## src/rtl/trlmd_pkg.sv

```systemverilog
`timescale 1ns / 1ps
// ----------------------------------------------------------------------------
// trlmd_pkg: shared constants and types for the tile run-length map decoder
// Request kinds, register indexes, scan geometry and the reciprocal constants
// used to fold a skipped position back into a column or row.
// ----------------------------------------------------------------------------
package trlmd_pkg;

  // Sheet storage
  localparam int SHEET_DEPTH = 256;
  localparam int SHEET_AW    = (SHEET_DEPTH > 1) ? $clog2(SHEET_DEPTH) : 1;
  localparam int SHEET_W     = 16;
  // 9-bit limit so that an 8-bit code can be compared against a full depth
  localparam logic [8:0] SHEET_LIMIT = 9'(SHEET_DEPTH);

  // Request kinds
  localparam logic [1:0] KIND_SHEET = 2'd0;
  localparam logic [1:0] KIND_RUN   = 2'd1;
  localparam logic [1:0] KIND_TICK  = 2'd2;

  // Register indexes
  localparam logic CFG_SCAN_MODE  = 1'b0;
  localparam logic CFG_TILE_TOTAL = 1'b1;

  // Tile codes and geometry
  localparam logic [7:0]  SKIP_CODE  = 8'hFF;
  localparam logic [15:0] TILE_STEP  = 16'd16;
  localparam logic [15:0] COL_HEIGHT = 16'd368;
  localparam logic [15:0] ROW_WIDTH  = 16'd640;

  // Line lengths in tiles: 368/16 and 640/16
  localparam logic [5:0] COL_TILES = 6'(368 / 16);
  localparam logic [5:0] ROW_TILES = 6'(640 / 16);

  // floor(a / n) = (a * ceil(2^18 / n)) >> 18, exact for any 13-bit a
  localparam int          RECIP_SHIFT = 18;
  localparam logic [13:0] COL_RECIP   = 14'(((1 << 18) + 23 - 1) / 23);
  localparam logic [13:0] ROW_RECIP   = 14'(((1 << 18) + 40 - 1) / 40);

  // Tile waiting for its sheet lookup
  typedef struct packed {
    logic [15:0] pos_x;
    logic [15:0] pos_y;
    logic [15:0] tile_number;
    logic        last_tile;
    logic        code_ok;
  } tile_t;

endpackage

```

## src/rtl/tile_run_length_map_decoder.sv

```systemverilog
`timescale 1ns / 1ps
// ----------------------------------------------------------------------------
// tile_run_length_map_decoder: run-length tile map to placed tiles
// Sheet writes fill a sprite/palette RAM, run requests arm a run, skip
// requests move the cursor, ticks place at most one tile each.
//
//   channel | direction | handshake        | payload
//   in      | input     | in_valid/stall   | kind, entry, sprite, palette, code, run
//   out     | output    | out_valid/stall  | pos_x, pos_y, sprite, palette, number, last
//   cfg     | input     | cfg_we           | cfg_index, cfg_wdata
//
// Sheet writes, runs and ticks are taken back to back while in_stall is low;
// a tick's tile passes the sheet RAM read, then the output register.
// A skip does the reciprocal multiply, then the fold back into the line;
// in_stall is high during the fold.
// rst_n is synchronous; the sheet RAM is not cleared.
// out_stall holds the output register and one tile behind it, then in_stall.
// ----------------------------------------------------------------------------
module tile_run_length_map_decoder (
  input  logic        clk,
  input  logic        rst_n,
  // configuration
  input  logic        cfg_we,
  input  logic        cfg_index,
  input  logic [15:0] cfg_wdata,
  // request channel
  input  logic        in_valid,
  output logic        in_stall,
  input  logic [1:0]  in_kind,
  input  logic [7:0]  in_entry_index,
  input  logic [7:0]  in_sprite_value,
  input  logic [7:0]  in_palette_value,
  input  logic [7:0]  in_code,
  input  logic [7:0]  in_run_length,
  // tile channel
  output logic        out_valid,
  input  logic        out_stall,
  output logic [15:0] out_pos_x,
  output logic [15:0] out_pos_y,
  output logic [7:0]  out_sprite,
  output logic [7:0]  out_palette,
  output logic [15:0] out_tile_number,
  output logic        out_last_tile
);

  import trlmd_pkg::*;

  // Registers
  logic        scan_mode_r;
  logic [15:0] tile_total_r;
  logic [15:0] cursor_x_r, cursor_x_nxt;
  logic [15:0] cursor_y_r, cursor_y_nxt;
  logic [15:0] tiles_placed_r, tiles_placed_nxt;
  logic [7:0]  pending_code_r, pending_code_nxt;
  logic [7:0]  pending_left_r, pending_left_nxt;

  logic        skip_busy_r;
  logic [12:0] skip_a_r;
  logic [7:0]  skip_q_r;
  logic [3:0]  skip_low_r;

  logic        lkp_valid_r, lkp_valid_nxt;
  tile_t       lkp_r;

  logic        out_valid_r;
  logic [15:0] out_pos_x_r, out_pos_y_r, out_tile_number_r;
  logic [7:0]  out_sprite_r, out_palette_r;
  logic        out_last_tile_r;

  // Handshake
  logic in_acc;
  logic lkp_move;
  logic is_sheet, is_run, is_tick;
  logic tick_emit;

  assign lkp_move = !out_valid_r || !out_stall;
  assign in_stall = skip_busy_r || (lkp_valid_r && !lkp_move);
  assign in_acc   = in_valid && !in_stall;

  always_comb begin
    is_sheet = 1'b0;
    is_run   = 1'b0;
    is_tick  = 1'b0;
    unique case (in_kind)
      KIND_SHEET: is_sheet = in_acc;
      KIND_RUN:   is_run   = in_acc;
      KIND_TICK:  is_tick  = in_acc;
      default: ;
    endcase
  end

  assign tick_emit = is_tick && (pending_left_r != 8'd0) &&
                     (tiles_placed_r < tile_total_r);

  // Sheet RAM: sprite low byte, palette high byte
  logic                sheet_we;
  logic [SHEET_W-1:0]  sheet_rdata;

  assign sheet_we = is_sheet && ({1'b0, in_entry_index} < SHEET_LIMIT);

  trlmd_ram #(
    .WIDTH (SHEET_W),
    .DEPTH (SHEET_DEPTH)
  ) u_sheet (
    .clk   (clk),
    .we    (sheet_we),
    .waddr (in_entry_index[SHEET_AW-1:0]),
    .wdata ({in_palette_value, in_sprite_value}),
    .re    (tick_emit),
    .raddr (pending_code_r[SHEET_AW-1:0]),
    .rdata (sheet_rdata)
  );

  // Skip, on acceptance: position along the scan axis in tiles, and quotient
  logic        is_skip;
  logic [16:0] along;
  logic [12:0] along_tiles;
  logic [26:0] recip_prod;

  assign is_skip     = is_run && (in_code == SKIP_CODE);
  assign along       = {1'b0, (scan_mode_r ? cursor_x_r : cursor_y_r)} +
                       {5'd0, in_run_length, 4'd0};
  assign along_tiles = along[16:4];
  assign recip_prod  = 27'(along_tiles) * 27'(scan_mode_r ? ROW_RECIP : COL_RECIP);

  // Skip, while skip_busy_r is high: remainder in tiles and carry into the other axis
  logic [13:0] skip_rem;
  logic [15:0] skip_scan;
  logic [15:0] skip_carry;

  assign skip_rem   = {1'b0, skip_a_r} -
                      (14'(skip_q_r) * 14'(scan_mode_r ? ROW_TILES : COL_TILES));
  assign skip_scan  = {6'd0, skip_rem[5:0], skip_low_r};
  assign skip_carry = {4'd0, skip_q_r, 4'd0};

  // Cursor, counters and pending run
  logic [15:0] step_x, step_y;

  assign step_x = cursor_x_r + TILE_STEP;
  assign step_y = cursor_y_r + TILE_STEP;

  always_comb begin
    cursor_x_nxt     = cursor_x_r;
    cursor_y_nxt     = cursor_y_r;
    tiles_placed_nxt = tiles_placed_r;
    pending_code_nxt = pending_code_r;
    pending_left_nxt = pending_left_r;
    if (skip_busy_r) begin
      if (scan_mode_r) begin
        cursor_x_nxt = skip_scan;
        cursor_y_nxt = cursor_y_r + skip_carry;
      end else begin
        cursor_y_nxt = skip_scan;
        cursor_x_nxt = cursor_x_r + skip_carry;
      end
    end else if (tick_emit) begin
      tiles_placed_nxt = tiles_placed_r + 16'd1;
      pending_left_nxt = pending_left_r - 8'd1;
      if (scan_mode_r) begin
        if (step_x == ROW_WIDTH) begin
          cursor_x_nxt = 16'd0;
          cursor_y_nxt = step_y;
        end else begin
          cursor_x_nxt = step_x;
        end
      end else begin
        if (step_y == COL_HEIGHT) begin
          cursor_y_nxt = 16'd0;
          cursor_x_nxt = step_x;
        end else begin
          cursor_y_nxt = step_y;
        end
      end
    end else if (is_run && !is_skip) begin
      pending_code_nxt = in_code;
      pending_left_nxt = in_run_length;
    end
  end

  // Lookup stage occupancy
  always_comb begin
    lkp_valid_nxt = lkp_valid_r;
    if (tick_emit) begin
      lkp_valid_nxt = 1'b1;
    end else if (lkp_move) begin
      lkp_valid_nxt = 1'b0;
    end
  end

  // Control state
  always_ff @(posedge clk) begin
    if (!rst_n) begin
      scan_mode_r    <= 1'b0;
      tile_total_r   <= 16'd0;
      cursor_x_r     <= 16'd0;
      cursor_y_r     <= 16'd0;
      tiles_placed_r <= 16'd0;
      pending_code_r <= 8'd0;
      pending_left_r <= 8'd0;
      skip_busy_r    <= 1'b0;
      lkp_valid_r    <= 1'b0;
      out_valid_r    <= 1'b0;
    end else begin
      if (cfg_we) begin
        case (cfg_index)
          CFG_SCAN_MODE:  scan_mode_r  <= cfg_wdata[0];
          CFG_TILE_TOTAL: tile_total_r <= cfg_wdata;
          default: ;
        endcase
      end
      cursor_x_r     <= cursor_x_nxt;
      cursor_y_r     <= cursor_y_nxt;
      tiles_placed_r <= tiles_placed_nxt;
      pending_code_r <= pending_code_nxt;
      pending_left_r <= pending_left_nxt;
      skip_busy_r    <= is_skip;
      lkp_valid_r    <= lkp_valid_nxt;
      if (lkp_valid_r && lkp_move) begin
        out_valid_r <= 1'b1;
      end else if (out_valid_r && !out_stall) begin
        out_valid_r <= 1'b0;
      end
    end
  end

  // Payload registers
  always_ff @(posedge clk) begin
    if (is_skip) begin
      skip_a_r   <= along_tiles;
      skip_q_r   <= recip_prod[RECIP_SHIFT +: 8];
      skip_low_r <= along[3:0];
    end
    if (tick_emit) begin
      lkp_r.pos_x       <= cursor_x_r;
      lkp_r.pos_y       <= cursor_y_r;
      lkp_r.tile_number <= tiles_placed_r;
      lkp_r.last_tile   <= ((tiles_placed_r + 16'd1) == tile_total_r);
      lkp_r.code_ok     <= ({1'b0, pending_code_r} < SHEET_LIMIT);
    end
    if (lkp_valid_r && lkp_move) begin
      out_pos_x_r       <= lkp_r.pos_x;
      out_pos_y_r       <= lkp_r.pos_y;
      out_tile_number_r <= lkp_r.tile_number;
      out_last_tile_r   <= lkp_r.last_tile;
      out_sprite_r      <= lkp_r.code_ok ? sheet_rdata[7:0]  : 8'd0;
      out_palette_r     <= lkp_r.code_ok ? sheet_rdata[15:8] : 8'd0;
    end
  end

  assign out_valid       = out_valid_r;
  assign out_pos_x       = out_pos_x_r;
  assign out_pos_y       = out_pos_y_r;
  assign out_sprite      = out_sprite_r;
  assign out_palette     = out_palette_r;
  assign out_tile_number = out_tile_number_r;
  assign out_last_tile   = out_last_tile_r;

endmodule

```

## src/rtl/trlmd_ram.sv

```systemverilog
`timescale 1ns / 1ps
// ----------------------------------------------------------------------------
// trlmd_ram: generic single-port-write, single-port-read RAM
// One write and one read per cycle; read data registered, held when idle.
// ----------------------------------------------------------------------------
module trlmd_ram #(
  parameter int WIDTH = 16,
  parameter int DEPTH = 256
) (
  input  logic                                      clk,
  input  logic                                      we,
  input  logic [((DEPTH > 1) ? $clog2(DEPTH) : 1)-1:0] waddr,
  input  logic [WIDTH-1:0]                          wdata,
  input  logic                                      re,
  input  logic [((DEPTH > 1) ? $clog2(DEPTH) : 1)-1:0] raddr,
  output logic [WIDTH-1:0]                          rdata
);

  logic [WIDTH-1:0] mem [DEPTH];
  logic [WIDTH-1:0] rdata_r;

  always_ff @(posedge clk) begin
    if (we) begin
      mem[waddr] <= wdata;
    end
    if (re) begin
      rdata_r <= mem[raddr];
    end
  end

  assign rdata = rdata_r;

endmodule
```

## config.mk

```make
export PLATFORM = sky130hd
export DESIGN_NAME = tile_run_length_map_decoder
export DESIGN_NICKNAME = d
export VERILOG_FILES = /design/src/rtl/trlmd_pkg.sv /design/src/rtl/tile_run_length_map_decoder.sv /design/src/rtl/trlmd_ram.sv
export SDC_FILE = /design/constraint.sdc
export NUM_CORES = 2
export LEC_CHECK = 0
export BUFFER_PORTS_ARGS = -buffer_cell sky130_fd_sc_hd__buf_2
export CAP_MARGIN = 15
export CORE_ASPECT_RATIO = 1.25
export CORE_UTILIZATION = 58
export CTS_BUF_LIST = sky130_fd_sc_hd__clkbuf_16
export DETAILED_ROUTE_END_ITERATION = 16
export PLACE_DENSITY = 0.82
export SETUP_SLACK_MARGIN = 0.5
export SLEW_MARGIN = 5
export SYNTH_ARGS = -nofsm -noshare
export SYNTH_HDL_FRONTEND = slang
export SYNTH_SLANG_ARGS = --single-unit
```

## constraint.sdc

```tcl
create_clock -name clk -period 22.3 [get_ports clk]
set_clock_uncertainty 0.15 [all_clocks]
set_input_delay 3.345 -clock clk [delete_from_list [all_inputs] [get_ports clk]]
set_output_delay 3.345 -clock clk [all_outputs]
set_load 0.005 [all_outputs]
```

==> impl_results.md <==
- Placed cell areas: 178400 um^2
- Port buffer count: 130
- Hold crit path type: register to register
- Total GRT Usage: 33.00%
- Tmin final: 9.786 ns
- Initial antenna violation count: 40
- Critical path startpoint category: input port
- Crit end category: register
- # DRC: 0
- # H-tree levels: 5
- Synth warn: 0
- Pwr Density: 86.93 nW/um^2
- Design area: 191300 um^2
- RSZ-0062 raised after global routing: false
- Crit path DAT: 10.28 ns
- DR WL/cell: 39.27 um
- Net count reported at finish: 8488
- Synth top area share: 74.30%
- Synth Register Bits: 4328
- Routed vias/inst: 7.179
- Tot Pwr: 16.63 mW
- Setup_tns: 0 ns
- R2R setup slack: 13.71 ns
- Final worst-path cycle share: 43.88%
- Clock slew at reported path FFs: 0.08 ns
- Synth Cell Area: 171500 um^2
- Biggest area consumer among synthesized cells: edfxtp_1
- Setup bufs post-CTS: 0
- Top FF cell, synth: edfxtp_1
- Max-cap violations: 0
- Area grow syn2layout: 11.51%
- Top reg by flops: u_sheet.mem
- # rows: 222
- Initial Util: 58.47%
- Avg Inst Size Synth: 22.21 um^2
- Num CTS Buffers: 389
- First-pass GRT wire length: 686400 um
- Fin Hold WS: 0.2649 ns
- DRT Wirelength: 489200 um
- Final Hold Viols: 0
- CTS sink cnt: 4328
- Largest cells by area after synthesis: edfxtp_1 (74%), mux4_2 (17%), ha_1 (1.1%), dfxtp_1 (0.98%), fa_1 (0.97%)
- IO Pins: 131
- Clock latency at the later pin of the worst-skew pair: 0.96 ns
- Clock Path Buffers: 4
- Most instantiated cells after synthesis: edfxtp_1 (4244), mux4_2 (1280), nor2_1 (348)
- Cell count after synthesis: 7723
- Final setup viols: 0
- Die Y: 610.0 um
- Die width: 488.4 um
- Util after Layout: 65.21%
- Max reg flops: 4096
- Count leader, synth: edfxtp_1
- Overflow after GRT: 0
- Max VDD drop: 0.00007953 V
- Failing checks: slew limit
- Ys async rst share: 0%
- Share of cells above drive strength 1: 28.35%
- Die area: 297900 um^2
- DP HPWL: 250000 um
- Number of synthesized flops with an enable pin: 4244
- 1st-iter DRT viols: 15220
- Fmax: 0.1022 GHz
- # fillers: 17040
- Core area: 293300 um^2
- Final RePlAce weighted congestion: 0.8761
- Post-cts sizing count: 0
- Final Max Tran Viols: 50
- Clock root cell: clkbuf_16
- Count of TritonRoute iterations in the first routing pass: 6
- Distinct cells, synth: 72
- Req. time, crit path: 22.79 ns
- Worst slew margin: -3.427%
- Antenna Violating Nets Remaining: 0
- Largest net degree at the start of global routing: 162
- Number of global-route vias before repair: 89820
- Sequential fraction of the synthesis area: 75.29%
- Status: finished with violations
- CP Max Fanout: 4
- Static Leakage: 59.19 nW
- Worst Tran Pin Value: 1.551 ns
- Via Count: 89440
- Hold buffer count at cts: 0
- CTS tree: done
- Biggest regs: u_sheet.mem x4096, lkp_r x49
- WS Path Type: input port to register
## cell type report
class                           count  area [um^2]  share of cell area [%]
Sequential cell                  4328       129100                   67.52
Antenna cell                       30        75.07                 0.03925
Inverter                          218        818.3                  0.4278
Clock inverter                    320         2888                   1.510
Clock buffer                      392         9809                   5.129
Timing Repair Buffer              469         3480                   1.819
Multi-Input combinational cell   2781        40140                   20.99
Tap cell                         3920         4905                   2.564
## placed cells by master, fill, tap and decap left out, types with 83 or more instances in the layout
| cell type | n |
|---|---|
| buf_2 | 114 |
| buf_4 | 324 |
| clkbuf_16 | 392 |
| clkinv_2 | 87 |
| edfxtp_1 | 4244 |
| fa_1 | 83 |
| ha_1 | 154 |
| inv_1 | 274 |
| mux2i_1 | 127 |
| mux4_2 | 1280 |
| nand2_1 | 146 |
| nor2_1 | 306 |
## logic make-up after synthesis
| kind of cell | after synthesis | synth area share (%) |
|---|---|---|
| muxes | 1420 | 17.63 |
| DFF | 4328 | 75.29 |
| other | 2 | 0.004379 |
| and+or+nand+nor | 693 | 1.808 |
| AOI/OAI and AO/OA | 325 | 1.239 |
| buffers and inverters | 619 | 1.431 |
| xor gates and xnor gates | 99 | 0.5055 |
| adders and majority gates | 237 | 2.092 |
## layer usage
layer	wire (um)	up-vias	track usage [%]
met1	149900	45930	39.97
met5	181	-	0
met2	242800	8512	54.08
li1	-	33120	-
met4	39300	26	21.15
met3	57000	1852	7.041
## critical path, stage by stage
cell	delay [ns]
buf_2	0.12
ha_1	0.23
fa_1	0.44
a21oi_1	0.22
o2111ai_1	0.20
a21o_1	0.22
a21oi_1	0.31
or3_1	0.19
xnor2_1	0.10
nor2_1	0.30
inv_1	0.12
fa_1	0.52
fa_1	0.52
inv_1	0.05
fa_1	0.49
inv_1	0.05
fa_1	0.46
fa_1	0.50
inv_1	0.05
ha_1	0.30
and4_1	0.18
o211ai_1	0.10
o2111ai_1	0.48
nand3_1	0.22
nand3_1	0.15
a31o_2	0.19
a21oi_1	0.08
xnor2_1	0.12
## where the power goes
group / leakage [nW] / internal [mW] / switching [mW]
Sequential: 38.8 / 8.94 / 0.0156
Combinational: 14.0 / 0.268 / 0.505
Clock: 6.44 / 3.75 / 3.15
Total: 59.2 / 13.0 / 3.67
## stage by stage
stage          instances  setup slack [ns]
6_report           12460             12.51
3_5_place_dp       11710             11.56
5_1_grt            12440             12.18
3_3_place_gp       11710             11.62
4_1_cts            12420             12.50
2_1_floorplan       7728             12.77
## worst paths after layout
path / startpoint / end / cells past startpoint
setup / recovery: in_run_length[0] / skip_q_r[7] / 28
hold / removal: u_sheet.rdata[12] / out_palette[4] / 0
setup reg to reg: scan_mode_r / skip_q_r[7] / 29
hold reg to reg: u_sheet.rdata[12] / out_palette[4] / 0
Note: power is estimated with default switching activity, not from simulation.
